File: src/clcls_pkg.sv
`timescale 1ns / 1ps
`default_nettype none
// ----------------------------------------------------------------------------
// clcls_pkg: shared types and constants of the calibration count line smoother
// Widths of the request and result items, window geometry, register codes and
// the sequencer states.
// ----------------------------------------------------------------------------
package clcls_pkg;

    // Field widths
    localparam int SAMPLE_W  = 10;
    localparam int VALUE_W   = 16;
    localparam int SPL_W     = 7;
    localparam int LIMIT_W   = 10;
    localparam int SUM_W     = 16;
    localparam int CNT_W     = 7;
    localparam int POS_W     = 6;
    localparam int FRAC_W    = 6;

    // Line length clamp
    localparam int MAX_SPL   = 64;
    localparam int SPL_RESET = 10;

    // Window geometry
    localparam int NEIGH     = 3;
    localparam int WIN       = 2 * NEIGH + 1;
    localparam int WIN_IDX_W = $clog2(WIN);
    localparam int LINES_W   = $clog2(WIN + 1);
    localparam int HELD_W    = $clog2(NEIGH + 1);
    localparam int WGT_W     = $clog2(NEIGH + 2);
    localparam int WGT_SUM   = (NEIGH + 1) * (NEIGH + 1);
    localparam int ACC_W     = VALUE_W + $clog2(WGT_SUM);

    // Divider geometry
    localparam int QUO_W     = SUM_W + FRAC_W;
    localparam int DIV_CNT_W = $clog2(QUO_W);

    // Configuration port
    localparam int CFG_IDX_W  = 2;
    localparam int CFG_DATA_W = 10;

    typedef enum logic [CFG_IDX_W-1:0] {
        CFG_SPL   = 2'd0,
        CFG_LOWER = 2'd1,
        CFG_UPPER = 2'd2
    } t_cfg_idx;

    // Request and result items
    typedef struct packed {
        logic [SAMPLE_W-1:0] sample;
        logic                end_of_stream;
    } t_in_item;

    typedef struct packed {
        logic [VALUE_W-1:0] line_value;
        logic               was_smoothed;
        logic               last;
        logic               empty_res;
    } t_out_item;

    // Controls from the sequencer to the window unit
    typedef struct packed {
        logic               push;
        logic [VALUE_W-1:0] push_value;
        logic               smooth_start;
        logic [WIN_IDX_W-1:0] rd_idx;
    } t_win_ctl;

    // Status from the window unit
    typedef struct packed {
        logic               smooth_done;
        logic [VALUE_W-1:0] smooth_value;
        logic [VALUE_W-1:0] center;
        logic [VALUE_W-1:0] rd_value;
    } t_win_stat;

    // Sequencer states
    typedef enum logic [3:0] {
        S_IDLE,
        S_DIV_GO,
        S_DIV_WAIT,
        S_DECIDE,
        S_SMOOTH_WAIT,
        S_LINE_OUT,
        S_EOS,
        S_FLUSH_LOAD,
        S_FLUSH_OUT,
        S_CLEAR
    } t_state;

endpackage

`default_nettype wire

File: src/calibration_count_line_smoother_unit.sv
`timescale 1ns / 1ps
`default_nettype none
// ----------------------------------------------------------------------------
// calibration_count_line_smoother_unit: scan line calibration count smoother
// Averages in-range counts per line, then applies a triangular moving average
// across 2N+1 line means, passing the first and last N lines through.
// ----------------------------------------------------------------------------
// A sample that closes a line starts the shared restoring divider (one quotient
// bit per cycle); after the start, done and decide states the line either
// returns to idle, sends a passed-through result, or first has a full window
// smoothed by the one-entry-per-cycle multiply-accumulate, and then waits for
// the result to be taken. At end of stream one state sets up the flush, each
// held line is loaded and then waits for the output handshake, and one more
// state clears the pass. The input is not ready while any of this work is in
// progress; configuration writes are taken in any cycle and must only be
// issued while idle.
// ----------------------------------------------------------------------------
module calibration_count_line_smoother_unit (
    input  wire logic                             i_clk,
    input  wire logic                             i_rst_n,
    input  wire logic                             i_in_valid,
    output logic                                  o_in_ready,
    input  wire clcls_pkg::t_in_item              i_in_data,
    output logic                                  o_out_valid,
    input  wire logic                             i_out_ready,
    output clcls_pkg::t_out_item                  o_out_data,
    input  wire logic                             i_cfg_valid,
    output logic                                  o_cfg_ready,
    input  wire logic [clcls_pkg::CFG_IDX_W-1:0]  i_cfg_index,
    input  wire logic [clcls_pkg::CFG_DATA_W-1:0] i_cfg_data
);
    import clcls_pkg::*;

    // Registers
    t_state             r_state;
    t_state             n_state;
    logic [SPL_W-1:0]   r_spl;
    logic [LIMIT_W-1:0] r_lo;
    logic [LIMIT_W-1:0] r_hi;
    logic [SUM_W-1:0]   r_sum;
    logic [CNT_W-1:0]   r_cnt;
    logic [POS_W-1:0]   r_pos;
    logic [LINES_W-1:0] r_lines;
    logic               r_eos;
    logic [HELD_W-1:0]  r_held;
    logic [HELD_W-1:0]  r_j;
    t_out_item          r_out;

    // Control strobes
    logic w_in_ready;
    logic w_out_valid;
    logic w_div_start;
    logic w_push;
    logic w_smooth_start;
    logic w_load_pass;
    logic w_load_smooth;
    logic w_load_empty;
    logic w_load_flush;
    logic w_set_held;
    logic w_next_j;
    logic w_clear;

    logic               w_in_acc;
    logic               w_out_acc;
    logic               w_take;
    logic [SPL_W-1:0]   w_spl_eff;
    logic [SPL_W-1:0]   w_pos_inc;
    logic               w_line_end;
    logic               w_div_done;
    logic [VALUE_W-1:0] w_quot;
    logic [VALUE_W-1:0] w_mean;
    logic [HELD_W-1:0]  w_held;
    t_win_ctl           w_win_ctl;
    t_win_stat          w_win_stat;

    assign w_in_acc  = i_in_valid & w_in_ready;
    assign w_out_acc = w_out_valid & i_out_ready;

    // Clamp the line length into 1 .. MAX_SPL
    always_comb begin
        if (r_spl == '0) begin
            w_spl_eff = SPL_W'(1);
        end else if (r_spl > SPL_W'(MAX_SPL)) begin
            w_spl_eff = SPL_W'(MAX_SPL);
        end else begin
            w_spl_eff = r_spl;
        end
    end

    // Accept a sample when no limits are set or it lies inside them
    assign w_take = ((r_lo == '0) && (r_hi == '0)) ||
                    ((i_in_data.sample >= r_lo) && (i_in_data.sample <= r_hi));
    assign w_pos_inc  = SPL_W'(r_pos) + 1'b1;
    assign w_line_end = (w_pos_inc >= w_spl_eff);

    assign w_mean = (r_cnt == '0) ? '0 : w_quot;
    assign w_held = (r_lines < LINES_W'(NEIGH)) ? r_lines[HELD_W-1:0] : HELD_W'(NEIGH);

    // Next state
    always_comb begin
        n_state = r_state;
        unique case (r_state)
            S_IDLE: begin
                if (i_in_valid) begin
                    if (w_line_end) begin
                        n_state = S_DIV_GO;
                    end else if (i_in_data.end_of_stream) begin
                        n_state = S_EOS;
                    end
                end
            end
            S_DIV_GO: begin
                n_state = S_DIV_WAIT;
            end
            S_DIV_WAIT: begin
                if (w_div_done) begin
                    n_state = S_DECIDE;
                end
            end
            S_DECIDE: begin
                if (r_lines >= LINES_W'(WIN)) begin
                    n_state = S_SMOOTH_WAIT;
                end else if (r_lines >= LINES_W'(NEIGH + 1)) begin
                    n_state = S_LINE_OUT;
                end else if (r_eos) begin
                    n_state = S_EOS;
                end else begin
                    n_state = S_IDLE;
                end
            end
            S_SMOOTH_WAIT: begin
                if (w_win_stat.smooth_done) begin
                    n_state = S_LINE_OUT;
                end
            end
            S_LINE_OUT: begin
                if (w_out_acc) begin
                    n_state = r_eos ? S_EOS : S_IDLE;
                end
            end
            S_EOS: begin
                n_state = (r_lines == '0) ? S_FLUSH_OUT : S_FLUSH_LOAD;
            end
            S_FLUSH_LOAD: begin
                n_state = S_FLUSH_OUT;
            end
            S_FLUSH_OUT: begin
                if (w_out_acc) begin
                    n_state = r_out.last ? S_CLEAR : S_FLUSH_LOAD;
                end
            end
            S_CLEAR: begin
                n_state = S_IDLE;
            end
            default: begin
                n_state = S_IDLE;
            end
        endcase
    end

    // Control outputs of each state
    always_comb begin
        w_in_ready     = 1'b0;
        w_out_valid    = 1'b0;
        w_div_start    = 1'b0;
        w_push         = 1'b0;
        w_smooth_start = 1'b0;
        w_load_pass    = 1'b0;
        w_load_smooth  = 1'b0;
        w_load_empty   = 1'b0;
        w_load_flush   = 1'b0;
        w_set_held     = 1'b0;
        w_next_j       = 1'b0;
        w_clear        = 1'b0;
        unique case (r_state)
            S_IDLE:        w_in_ready = 1'b1;
            S_DIV_GO:      w_div_start = 1'b1;
            S_DIV_WAIT:    w_push = w_div_done;
            S_DECIDE: begin
                w_smooth_start = (r_lines >= LINES_W'(WIN));
                w_load_pass    = (r_lines < LINES_W'(WIN)) &&
                                 (r_lines >= LINES_W'(NEIGH + 1));
            end
            S_SMOOTH_WAIT: w_load_smooth = w_win_stat.smooth_done;
            S_LINE_OUT:    w_out_valid = 1'b1;
            S_EOS: begin
                w_load_empty = (r_lines == '0);
                w_set_held   = 1'b1;
            end
            S_FLUSH_LOAD:  w_load_flush = 1'b1;
            S_FLUSH_OUT: begin
                w_out_valid = 1'b1;
                w_next_j    = i_out_ready;
            end
            S_CLEAR:       w_clear = 1'b1;
            default:       w_clear = 1'b0;
        endcase
    end

    // State register
    always_ff @(posedge i_clk) begin
        if (!i_rst_n) begin
            r_state <= S_IDLE;
        end else begin
            r_state <= n_state;
        end
    end

    // Configuration registers
    always_ff @(posedge i_clk) begin
        if (!i_rst_n) begin
            r_spl <= SPL_W'(SPL_RESET);
            r_lo  <= '0;
            r_hi  <= '0;
        end else if (i_cfg_valid) begin
            unique case (t_cfg_idx'(i_cfg_index))
                CFG_SPL:   r_spl <= i_cfg_data[SPL_W-1:0];
                CFG_LOWER: r_lo  <= i_cfg_data[LIMIT_W-1:0];
                CFG_UPPER: r_hi  <= i_cfg_data[LIMIT_W-1:0];
                default:   r_spl <= r_spl;
            endcase
        end
    end

    // Line accumulation, line count and pass bookkeeping
    always_ff @(posedge i_clk) begin
        if (!i_rst_n) begin
            r_sum   <= '0;
            r_cnt   <= '0;
            r_pos   <= '0;
            r_lines <= '0;
            r_eos   <= 1'b0;
            r_held  <= '0;
            r_j     <= '0;
        end else begin
            if (w_in_acc) begin
                r_eos <= i_in_data.end_of_stream;
                if (w_take) begin
                    r_sum <= r_sum + SUM_W'(i_in_data.sample);
                    r_cnt <= r_cnt + 1'b1;
                end
                r_pos <= w_line_end ? '0 : w_pos_inc[POS_W-1:0];
            end
            // Close the line: the mean enters the window
            if (w_push) begin
                r_sum <= '0;
                r_cnt <= '0;
                if (r_lines < LINES_W'(WIN)) begin
                    r_lines <= r_lines + 1'b1;
                end
            end
            if (w_set_held) begin
                r_held <= w_held;
                r_j    <= '0;
            end
            if (w_next_j) begin
                r_j <= r_j + 1'b1;
            end
            // Drop everything of the pass
            if (w_clear) begin
                r_sum   <= '0;
                r_cnt   <= '0;
                r_pos   <= '0;
                r_lines <= '0;
                r_eos   <= 1'b0;
            end
        end
    end

    // Output register
    always_ff @(posedge i_clk) begin
        if (w_load_pass) begin
            r_out <= '{line_value: w_win_stat.center, was_smoothed: 1'b0,
                       last: 1'b0, empty_res: 1'b0};
        end else if (w_load_smooth) begin
            r_out <= '{line_value: w_win_stat.smooth_value, was_smoothed: 1'b1,
                       last: 1'b0, empty_res: 1'b0};
        end else if (w_load_empty) begin
            r_out <= '{line_value: '0, was_smoothed: 1'b0,
                       last: 1'b1, empty_res: 1'b1};
        end else if (w_load_flush) begin
            r_out <= '{line_value: w_win_stat.rd_value, was_smoothed: 1'b0,
                       last: (r_j + 1'b1 == r_held), empty_res: 1'b0};
        end
    end

    // Window controls
    assign w_win_ctl.push         = w_push;
    assign w_win_ctl.push_value   = w_mean;
    assign w_win_ctl.smooth_start = w_smooth_start;
    assign w_win_ctl.rd_idx       = WIN_IDX_W'(WIN) - WIN_IDX_W'(r_held) + WIN_IDX_W'(r_j);

    clcls_div u_div (
        .i_clk   (i_clk),
        .i_rst_n (i_rst_n),
        .i_start (w_div_start),
        .i_sum   (r_sum),
        .i_count (r_cnt),
        .o_done  (w_div_done),
        .o_quot  (w_quot)
    );

    clcls_win u_win (
        .i_clk   (i_clk),
        .i_rst_n (i_rst_n),
        .i_ctl   (w_win_ctl),
        .o_stat  (w_win_stat)
    );

    assign o_in_ready  = w_in_ready;
    assign o_out_valid = w_out_valid;
    assign o_out_data  = r_out;
    assign o_cfg_ready = 1'b1;

endmodule

`default_nettype wire

File: src/clcls_div.sv
`timescale 1ns / 1ps
`default_nettype none
// ----------------------------------------------------------------------------
// clcls_div: iterative line mean divider
// Restoring divider, one quotient bit per cycle: (sum << 6) / count.
// ----------------------------------------------------------------------------
module clcls_div (
    input  wire logic                        i_clk,
    input  wire logic                        i_rst_n,
    input  wire logic                        i_start,
    input  wire logic [clcls_pkg::SUM_W-1:0] i_sum,
    input  wire logic [clcls_pkg::CNT_W-1:0] i_count,
    output logic                             o_done,
    output logic [clcls_pkg::VALUE_W-1:0]    o_quot
);
    import clcls_pkg::*;

    logic                 r_busy;
    logic                 r_done;
    logic [DIV_CNT_W-1:0] r_step;
    logic [QUO_W-1:0]     r_num;
    logic [CNT_W-1:0]     r_rem;
    logic [CNT_W-1:0]     r_den;

    logic [CNT_W:0]       w_rem_sh;
    logic                 w_ge;
    logic [CNT_W:0]       w_diff;

    // Shift one numerator bit into the partial remainder and try a subtract
    assign w_rem_sh = {r_rem, r_num[QUO_W-1]};
    assign w_ge     = (w_rem_sh >= {1'b0, r_den});
    assign w_diff   = w_rem_sh - {1'b0, r_den};

    // Control: run QUO_W steps, then pulse done
    always_ff @(posedge i_clk) begin
        if (!i_rst_n) begin
            r_busy <= 1'b0;
            r_done <= 1'b0;
            r_step <= '0;
        end else begin
            r_done <= 1'b0;
            if (i_start) begin
                r_busy <= 1'b1;
                r_step <= '0;
            end else if (r_busy) begin
                r_step <= r_step + 1'b1;
                if (r_step == DIV_CNT_W'(QUO_W - 1)) begin
                    r_busy <= 1'b0;
                    r_done <= 1'b1;
                end
            end
        end
    end

    // Datapath: numerator register collects the quotient bits as it shifts
    always_ff @(posedge i_clk) begin
        if (i_start) begin
            r_num <= {i_sum, FRAC_W'(0)};
            r_rem <= '0;
            r_den <= i_count;
        end else if (r_busy) begin
            r_num <= {r_num[QUO_W-2:0], w_ge};
            r_rem <= w_ge ? w_diff[CNT_W-1:0] : w_rem_sh[CNT_W-1:0];
        end
    end

    assign o_done = r_done;
    assign o_quot = r_num[VALUE_W-1:0];

endmodule

`default_nettype wire

File: src/clcls_win.sv
`timescale 1ns / 1ps
`default_nettype none
// ----------------------------------------------------------------------------
// clcls_win: line window and triangular smoother
// Holds the last 2N+1 line means and forms the weighted sum one entry per
// cycle through a shared multiply-accumulate.
// ----------------------------------------------------------------------------
module clcls_win (
    input  wire logic                 i_clk,
    input  wire logic                 i_rst_n,
    input  wire clcls_pkg::t_win_ctl  i_ctl,
    output clcls_pkg::t_win_stat      o_stat
);
    import clcls_pkg::*;

    logic [VALUE_W-1:0]   r_win  [WIN];
    logic [VALUE_W-1:0]   r_work [WIN];
    logic [VALUE_W-1:0]   r_fill;
    logic [ACC_W-1:0]     r_acc;
    logic [WIN_IDX_W-1:0] r_step;
    logic                 r_busy;
    logic                 r_done;

    logic [VALUE_W-1:0]   w_fill;
    logic [VALUE_W-1:0]   w_term_v;
    logic [WGT_W-1:0]     w_wgt;
    logic [ACC_W-1:0]     w_prod;
    logic [ACC_W-1:0]     w_quot;

    // Find the earliest nonzero entry as the stand-in for zero entries
    always_comb begin
        w_fill = '0;
        for (int i = WIN - 1; i >= 0; i--) begin
            if (r_win[i] != '0) begin
                w_fill = r_win[i];
            end
        end
    end

    // Weight rises to N+1 at the center and falls off by one per line
    always_comb begin
        if (r_step <= WIN_IDX_W'(NEIGH)) begin
            w_wgt = WGT_W'(r_step) + 1'b1;
        end else begin
            w_wgt = WGT_W'(WIN_IDX_W'(WIN) - r_step);
        end
    end

    assign w_term_v = (r_work[0] != '0) ? r_work[0] : r_fill;
    assign w_prod   = ACC_W'(w_term_v) * ACC_W'(w_wgt);
    assign w_quot   = r_acc / ACC_W'(WGT_SUM);

    // Shift in the newest line mean at the top
    always_ff @(posedge i_clk) begin
        if (i_ctl.push) begin
            for (int i = 0; i < WIN - 1; i++) begin
                r_win[i] <= r_win[i + 1];
            end
            r_win[WIN-1] <= i_ctl.push_value;
        end
    end

    // Sequence the accumulation over the window
    always_ff @(posedge i_clk) begin
        if (!i_rst_n) begin
            r_busy <= 1'b0;
            r_done <= 1'b0;
            r_step <= '0;
        end else begin
            r_done <= 1'b0;
            if (i_ctl.smooth_start) begin
                r_busy <= 1'b1;
                r_step <= '0;
            end else if (r_busy) begin
                r_step <= r_step + 1'b1;
                if (r_step == WIN_IDX_W'(WIN - 1)) begin
                    r_busy <= 1'b0;
                    r_done <= 1'b1;
                end
            end
        end
    end

    // Copy the window, then rotate it past the multiply-accumulate
    always_ff @(posedge i_clk) begin
        if (i_ctl.smooth_start) begin
            for (int i = 0; i < WIN; i++) begin
                r_work[i] <= r_win[i];
            end
            r_fill <= w_fill;
            r_acc  <= '0;
        end else if (r_busy) begin
            for (int i = 0; i < WIN - 1; i++) begin
                r_work[i] <= r_work[i + 1];
            end
            r_work[WIN-1] <= r_work[0];
            r_acc <= r_acc + w_prod;
        end
    end

    assign o_stat.smooth_done  = r_done;
    assign o_stat.smooth_value = w_quot[VALUE_W-1:0];
    assign o_stat.center       = r_win[NEIGH];
    assign o_stat.rd_value     = r_win[i_ctl.rd_idx];

endmodule

`default_nettype wire
File: config.mk
export PLATFORM = sky130hd
export DESIGN_NAME = calibration_count_line_smoother_unit
export DESIGN_NICKNAME = d
export VERILOG_FILES = /design/src/clcls_pkg.sv /design/src/calibration_count_line_smoother_unit.sv /design/src/clcls_div.sv /design/src/clcls_win.sv
export SDC_FILE = /design/constraint.sdc
export NUM_CORES = 1
export LEC_CHECK = 0
export BUFFER_PORTS_ARGS = -buffer_cell sky130_fd_sc_hd__buf_2
export CORE_MARGIN = 2
export CORE_UTILIZATION = 48
export CTS_BUF_LIST = sky130_fd_sc_hd__clkbuf_4 sky130_fd_sc_hd__clkbuf_8 sky130_fd_sc_hd__clkbuf_16
export CTS_CLUSTER_DIAMETER = 60
export DETAILED_ROUTE_END_ITERATION = 8
export HOLD_SLACK_MARGIN = 0.02
export MAX_ROUTING_LAYER = met4
export SYNTH_ARGS = -nofsm -noshare
export SYNTH_HDL_FRONTEND = slang
export SYNTH_SLANG_ARGS = --single-unit
File: constraint.sdc
create_clock -name i_clk -period 10.6 [get_ports i_clk]
set_clock_uncertainty 0.1 [all_clocks]
set_input_delay 3.18 -clock i_clk [delete_from_list [all_inputs] [get_ports i_clk]]
set_output_delay 3.18 -clock i_clk [all_outputs]
set_load 0.05 [all_outputs]
## Word-level counts from Yosys, hierarchy flattened

Memories as Yosys holds them, arrays and structs flattened.
Cells that the tools add are included.
W data, S select, Z words.

| operators by class | value |
|---|---|
| multiply operators | 1 |
| $add $sub $neg | 12 |
| bitwise logic cells | 12 |
| reduce and logical (&&, ||, !) cells | 38 |
| equal/unequal tests | 20 |
| mux-type cells | 70 |
| $lt $le $gt $ge | 10 |

Operators with widths:

| operator | number |
|---|---|
| $mux W16 | 16 |
| $reduce_bool A16 Y1 | 8 |
| $mux W19 | 4 |
| $mux W22 | 2 |
| $mux W4 | 9 |
| $pmux W4 S9 | 1 |
| $mux W1 | 27 |
| $mux W7 | 3 |
| $add A20 B19 Y20 | 1 |
| $logic_not A10 Y1 | 2 |
| $mul A16 B3 Y19 | 1 |
| $add A16 B10 Y16 | 1 |
| $eq A4 B3 Y1 const B | 4 |
| $logic_not A7 Y1 | 2 |
| $mux W3 | 4 |
| $ge A10 B10 Y1 | 1 |
| $le A10 B10 Y1 | 1 |
| $reduce_and A2 Y1 | 5 |
| $reduce_or A2 Y1 | 5 |
| $reduce_or A3 Y1 | 3 |
| $eq A4 B2 Y1 const B | 2 |
| $eq A4 B4 Y1 const B | 2 |
| $ge A8 B7 Y1 | 1 |
| $add A6 B1 Y7 const B | 1 |
| other kinds (37) | 57 |

| storage, ports and cells | value |
|---|---|
| word-level logic and storage cells | 192 |
| flip-flop bits (word level) | 171 |
| RAM bits | 224 |
| memories | 2 |

Memory list:

| name | depth | bits a word | rd ports | clocked after memory_dff | wr ports | line | source |
|---|---|---|---|---|---|---|---|
| u_win.r_win | 7 | 16 | 8 | 0 | 7 | clcls_win.sv:16 | `logic [VALUE_W-1:0] r_win [WIN];` |
| u_win.r_work | 7 | 16 | 7 | 0 | 7 | clcls_win.sv:17 | `logic [VALUE_W-1:0] r_work [WIN];` |

## Logic depth before layout (Yosys ltp)

Gate-level depths: netlist of the first run.
An unclocked memory read counts as a cell.

| depth | value |
|---|---|
| depth after elaboration | 9 |
| gate-level depth with buffers | 20 |
| depth with buffers taken out | 18 |

## Modules after synthesis

A second synthesis of the first run with hierarchy kept.

| unflattened totals | value |
|---|---|
| cell total of the unflattened synthesis | 2085 |
| area, all modules | 21297.9 µm² |

By module, submodules not included:

| module | seq. area each (µm²) | area each (µm²) | cells an instance | times used |
|---|---|---|---|---|
| clcls_win | 7707.4 | 13590.5 | 1226 | 1 |
| calibration_count_line_smoother_unit | 1901.8 | 5434.0 | 645 | 1 |
| clcls_div | 1091.0 | 2273.4 | 214 | 1 |

## Worst setup path before layout of the first run

Ideal clock, no wire load.

| timing | value |
|---|---|
| path type | flip-flop to flip-flop |
| start point | reg r_state[3] |
| end point | reg r_lines[1] |
| buffers on the path | 2 |
| arrival | 4.919 ns |
| path slack | 5.452 ns |
| library setup time | 0.129 ns |
| required time | 10.371 ns |
| stages on the path, launching flop included | 9 |
| clock period less this slack | 5.148 ns |
| cell sequence | dfxtp_1 buf_2 inv_2 nand2_1 nor3_1 clkbuf_1 o21ai_0 a22oi_1 nor2_1 |

| between the ends | value |
|---|---|
| word-level cells in the longest chain between the ends | 3 |

Ends and longest elaborated chain:

| element | line | source |
|---|---|---|
| start, declared | calibration_count_line_smoother_unit.sv:35 | `t_state r_state;` |
| start signal, assigned | calibration_count_line_smoother_unit.sv:205 | `r_state <= n_state;` |
| $eq A4 B2 Y1 | calibration_count_line_smoother_unit.sv:175 | `unique case (r_state)` |
| $mux W1 | calibration_count_line_smoother_unit.sv:175 |  |
| via w_push | calibration_count_line_smoother_unit.sv:53 | `logic w_push;` |
| $reduce_and A2 Y1 (no source line) | -- |  |
| end signal, assigned | calibration_count_line_smoother_unit.sv:249 | `r_lines <= r_lines + 1'b1;` |
| end, declared | calibration_count_line_smoother_unit.sv:43 | `logic [LINES_W-1:0] r_lines;` |

The timed path passes the listed nets, and every way through them passes these cells.
A chain may end at the register's enable or synchronous reset.

==> impl_results.md, run 1 <==
* ANT nets after route at 0
* Fillers at around 3.6k
* Biggest area consumer among synthesized cells: edfxtp_1
* Syn Inst Count at between 1.5k and 2k
* Leakage Power at about 8.7 nW
* Clk buf depth at 3
* DRC viols at 0
* Post-route cell area at around 23000 um2
* Die height at about 210 um
* Clock latency on the worst-skew pair at 0.58 ns
* Vias/cell at roughly 5.7
* Total grt overflow at 0
* Reg power frac at 0.420
* Worst-Margin Slew at around 1.1 ns
* First-pass GRT wire length at about 76 mm
* Commonest non-fill, non-tap cell in the layout: edfxtp_1
* EDFF count, synth at between 200 and 300
* Largest net degree at the start of global routing at between 70 and 80
* Die Area at ~44000 um2
* Post-Route WL at 48.07 mm
* Worst setup EP type: flip-flop
* Hold Path Class: flip-flop to flip-flop
* Status: finished, final reports clean
* Vias in the first global route at between 10k and 15k
* CTS sink cnt at 395
* Worst endpoint required time at ~11 ns
* Initial antenna violation count at 0
* CTS buffer count at 46
* P_sw at approximately 1.3 mW
* Slew Limit Fails at 0
* Area growth, synth to finish at 10.93%
* Synth Flop Type: edfxtp_1
* Antenna diodes at 0
* Mapped Area at just over 20000 um2
* Max-slew headroom at 0.2698
* Async SR Flop Fraction at 0
* Final hold violations at 0
* I/O Buffers at 48
* Combinational Power Share at 0.218
* RD Place Congestion at 0.8998
* DP Area at 21180 um2
* Max-cap violations at 0
* Initial Utilization at 0.4876
* Share of layout cells above drive strength 1 at 0.1582
* VDD IR-drop max at around 0.11 mV
* Routed len/inst at a little under 20 um
* Post-synth top area share at 0.4087
* Unrepaired setup endpoints after global routing: no
* Core area at around 42000 um2
* Clock share of power at 0.362
* CTS root buffer: clkbuf_16
* Fin util at 0.5409
* R2R setup slack at between 4 and 5 ns
* Fmax at between 0.15 and 0.2 GHz
* Top post-synthesis cells by area: edfxtp_1 (41%), dfxtp_1 (11%), mux2_2 (5.7%)
* Syn Area/Cell at around 11 um2
* Fin Setup TNS at 0 ns
* Hpwl dp at ~34 mm
* Hold Crit Depth at 2
* DR iter-0 viols at approximately 1.1k
* Setup bufs post-CTS at 0
* Synthesized flop and latch total at approximately 400
* Pint at about 3.1 mW
* Die Wd at 210.7 um
* Total global-route track usage at 0.2266
* R2r worst-path depth at 15
* Commonest non-fill, non-tap cells in the layout: edfxtp_1 (279), nor2_1 (196), nand2_1 (146), inv_1 (137), a21oi_1 (131)
* Nets at between 2k and 2.5k
* Synth cell types at between 60 and 70
* Row count at 75
* Final setup vio count at 0
* Crit Path Max Fanout at 16
* Post-cts sizing count at 0
* Ratio of final minimum period to clock period at 0.5482
* Syn_nets at approximately 2.0k
* CTS tree: yes
* Sw Ratio at 0.2986
* Post-CTS Hold Fix Bufs at 0
* Crit start category: flip-flop
* Worst-path clk slew at 0.06 ns
* Power Density at 195.7 nW/um2
* Drt pass-1 iters at 5
* Critical Setup Path Class: flip-flop to flip-flop
* Io pins at 50
* Htree depth at 2
* Crit path DAT at just over 6 ns
* Post-synthesis sequential area ratio at 0.5220
* Minimum clock period at approximately 5.8 ns
* Vias at roughly 14k
* YS warnings at 0
[logic make-up after synthesis]
logic type      count (synthesis)  synth area share
mux                           197            0.1127
compound gates                342            0.1036
buf+inv                       227           0.04523
xor+xnor                       35           0.01495
flops                         395            0.5220
simple gates                  529            0.1204
fa+ha+maj                     112           0.08082
other cells                     1         0.0001829
[power groups by stage]
stage | registers (mW) | clock network (mW) | logic [mW]
3_3_place_gp | 1.90 | 0 | 0.960
6_report | 1.87 | 1.61 | 0.971
2_1_floorplan | 1.88 | 0 | 0.752
3_5_place_dp | 1.90 | 0 | 0.973
4_1_cts | 1.87 | 1.64 | 0.978
5_1_grt | 1.88 | 1.70 | 1.09
[state kept, by name (all words and copies together), names as in the netlist, 3 cells and up]
register	flops
o_out_data	19
r_state	4
r_cnt	7
u_div.r_num	22
r_sum	16
u_win.r_step	3
u_win.r_fill	16
r_lines	3
u_win.r_win	112
r_hi	10
u_div.r_step	5
r_pos	6
u_div.r_den	7
u_win.r_work	112
u_div.r_rem	7
r_lo	10
u_win.r_acc	20
r_spl	7
[worst max-delay path: stages, from the launching register on]
cell and delay (ns):
edfxtp_1 0.50, nor4_1 0.73, and4_1 0.70, a21oi_1 0.22, or2_2 0.33, fa_1 0.51, fa_1 0.55, inv_1 0.07
fa_1 0.47, a211o_1 0.31, a2111oi_2 0.41, o21a_1 0.22, o221ai_1 0.15, xnor2_1 0.16, nor2_1 0.05, a31o_2 0.22
[metal layers]
metal	vias to the layer above	GRT usage	part of all wire
li1	6711	-	-
met1	6782	0.2973	0.45
met2	352	0.3670	0.48
met3	87	0.03390	0.048
met4	0	0.06727	0.025
met5	-	-	0
[per-stage QoR]
| stage | power [mW] | std cells | setup slack (ns) | hold WS, ns |
|---|---|---|---|---|
| floorplan | 2.636 | 1838 | 5.452 | 0.3457 |
| global placement | 2.861 | 2356 | 4.952 | 0.3419 |
| detailed placement | 2.874 | 2356 | 4.874 | 0.3485 |
| CTS | 4.490 | 2442 | 4.836 | 0.3568 |
| global route | 4.676 | 2442 | 4.566 | 0.3820 |
| finish | 4.450 | 2442 | 4.789 | 0.3518 |
[worst paths after layout]
check	to	startpoint
worst max-delay path	u_win.r_acc[13]	u_win.r_work[0][11]
worst min-delay path	o_out_data[0]	o_out_data[0]
worst min register to register	o_out_data[0]	o_out_data[0]
worst max register to register	u_win.r_acc[13]	u_win.r_work[0][11]
[final cells by class]
cell class,count,area [um2],area share
Sequential cell,395,10700,0.4706
Multi-Input combinational cell,1216,8904,0.3915
Clock buffer,64,1311,0.05766
Tap cell,539,674.4,0.02966
Inverter,140,528.0,0.02322
Timing Repair Buffer,66,375.4,0.01651
Clock inverter,22,246.5,0.01084
[Yosys cell counts (all sizes together), types with 28 or more instances]
cell    count
edfxtp    279
nor2      197
nand2     149
inv       140
a21oi     132
dfxtp     116
mux2      111
ha         78
mux2i      70
o21ai      69
clkbuf     53
nor4       37
buf        34
fa         34
xnor2      28
Note: power is estimated with default switching activity, not from simulation.
==> inputs of run 2 (changes only) <==
PLACE_DENSITY = 0.66   (was default)
clock period = 4.69 ns   (was 10.6 ns; I/O delays follow)
==> impl_results.md, run 2 (synthesis results as in run 1) <==
* Io pins at 50 (unchanged)
* I/O Buffers at 48 (unchanged)
* Commonest non-fill, non-tap cell in the layout: edfxtp_1
* Initial Utilization at 0.4876 (unchanged)
* Initial antenna violation count at 0 (unchanged)
* Nets at 2053 (+2.4%)
* Power Density at 429.6 nW/um2 (+120%)
* Critical Setup Path Class: flip-flop to flip-flop
* Routed len/inst at 19.48 um (-1.0%)
* Total grt overflow at 0 (unchanged)
* Fin util at 0.5515 (+0.01062)
* Combinational Power Share at 0.229 (+0.011)
* Crit-path cells: nor4_2, buf_4, and4_4, a21oi_2, or2_2, fa_1, inv_1, fa_1, ha_4, a211o_1, a2111oi_4, o21a_1, o21bai_1, xnor2_1, nor2_1, a31o_2
* Pint at 6.948 mW (+120%)
* Crit path DAT at 4.88 ns (-1.30 ns)
* ANT nets after route at 0 (unchanged)
* Crit start category: flip-flop
* Max-cap violations at 0 (unchanged)
* Sequential cell area at 10700 um2 (unchanged)
* Slowest CP cell: fa_1
* Final setup vio count at 0 (unchanged)
* Clock latency on the worst-skew pair at 0.56 ns (-0.02 ns)
* Drt pass-1 iters at 5 (unchanged)
* CTS buffer count at 44 (-4.3%)
* RD Place Congestion at 0.9094 (+1.1%)
* Slew Limit Fails at 0 (unchanged)
* Vias in the first global route at 14.21k (+4.1%)
* Die Area at 44370 um2 (unchanged)
* Fmax at 0.2204 GHz (+28%)
* Core area at 42040 um2 (unchanged)
* Hold Path Class: flip-flop to flip-flop
* Status: finished, final reports clean
* Row count at 75 (unchanged)
* DR iter-0 viols at 1258 (+18%)
* Vias/cell at 5.725 (+0.36%)
* VDD IR-drop max at 0.2906 mV (+150%)
* Ratio of final minimum period to clock period at 0.9674 (+0.4191)
* Sw Ratio at 0.3024 (+0.003845)
* CTS root buffer: clkbuf_16
* Hpwl dp at 33.64 mm (-0.57%)
* Die Wd at 210.7 um (unchanged)
* Fin Setup TNS at 0 ns (unchanged)
* DRC viols at 0 (unchanged)
* Fillers at 3563 (-2.0%)
* Htree depth at 2 (unchanged)
* Worst endpoint required time at 5.03 ns (-5.94 ns)
* Commonest non-fill, non-tap cells in the layout: edfxtp_1 (279), nor2_1 (195), nand2_1 (146), inv_1 (136), a21oi_1 (128)
* Leakage Power at 8.955 nW (+2.6%)
* Post-Route WL at 48.47 mm (+0.82%)
* Antenna diodes at 0 (unchanged)
* Final hold violations at 0 (unchanged)
* Leading registers by flop count: u_win.r_win x112, u_win.r_work x112, u_div.r_num x22
* Unrepaired setup endpoints after global routing: yes
* CTS sink cnt at 395 (unchanged)
* CP most frequent cell: fa_1
* Vias at 14.25k (+2.2%)
* Multi-input logic area at 9007 um2 (+1.2%)
* Share of layout cells above drive strength 1 at 0.1852 (+0.02705)
* Crit Path Max Fanout at 4 (-12)
* Total global-route track usage at 0.2270 (+0.0003338)
* Clk buf depth at 3 (unchanged)
* CP peak stage delay at 0.55 ns (-0.18 ns)
* Worst-Margin Slew at 1.274 ns (+0.1819 ns)
* Worst setup EP type: flip-flop
* Worst-path clk slew at 0.06 ns (about the same)
* Die height at 210.7 um (unchanged)
* CTS tree: yes
* First-pass GRT wire length at 77.13 mm (+1.2%)
* P_sw at 3.012 mW (+130%)
* Max-slew headroom at 0.1489 (-0.1209)
* Area growth, synth to finish at 13.11%
* Reg power frac at 0.425 (+0.005)
* Largest net degree at the start of global routing at 101 (+38%)
* Clock share of power at 0.346 (-0.016)
* Minimum clock period at 4.537 ns (-1.274 ns)
## run 2: worst paths after layout
check,startpoint,end,slack (ns),depth (start not counted)
worst max-delay path,u_win.r_work[0][10],u_win.r_acc[11],0.15,16
worst min-delay path,o_out_data[0],o_out_data[0],0.37,2
worst max register to register,u_win.r_work[0][10],u_win.r_acc[11],0.15,16
worst min register to register,o_out_data[0],o_out_data[0],0.37,2
## run 2: power groups by stage
| stage | Clock (mW) | Combinational (mW) | Sequential [mW] |
|---|---|---|---|
| after floorplan | 0 | 1.70 | 4.26 |
| after global placement | 0 | 2.15 | 4.30 |
| after detailed placement | 0 | 2.20 | 4.30 |
| after CTS | 3.51 | 2.24 | 4.23 |
| after global routing | 3.64 | 2.57 | 4.27 |
| final | 3.45 | 2.28 | 4.24 |
## run 2: repair_timing
action	CTS	global route
buffers inserted	1	5
hold buffers	0	0
pin swaps	7	15
gates resized for setup	8	20
setup endpoints to repair	10	11
hold endpoints to repair	0	0
## run 2: per-layer routing
layer | part of all wire | GRT usage
met5 | 0 | -
met4 | 0.027 | 0.07334
met3 | 0.064 | 0.03509
met2 | 0.48 | 0.3622
met1 | 0.43 | 0.2992
## run 2: layout make-up
type / count / area share
clock inverters: 20 / 0.006853
flip-flops and latches: 395 / 0.4615
clock buffers: 62 / 0.05666
inverters: 140 / 0.02277
repair buffers: 116 / 0.03464
multi-input cells: 1216 / 0.3885
well taps: 539 / 0.02909
## run 2: metrics by stage
stage / worst slack [ns] / std cells / area [um2] / hold slack, ns / total power [mW]
2_1_floorplan: 0.1024 / 1838 / 20500 / 0.3457 / 5.958
3_3_place_gp: -0.1940 / 2400 / 21550 / 0.3455 / 6.448
3_5_place_dp: -0.2138 / 2400 / 21550 / 0.3612 / 6.501
4_1_cts: 0.01646 / 2483 / 23060 / 0.3693 / 9.985
5_1_grt: -0.03393 / 2488 / 23190 / 0.4016 / 10.48
6_report: 0.1531 / 2488 / 23190 / 0.3674 / 9.961
## run 2: critical path, delay by kind of cell, from the launching register on
family	cells	cell delay, ns
DFF	1	0.40
adders and majority gates	3	1.26
AOI/OAI and AO/OA	6	1.34
xor gates and xnor gates	1	0.16
and+or+nand+nor	4	0.95
buffers and inverters	2	0.20
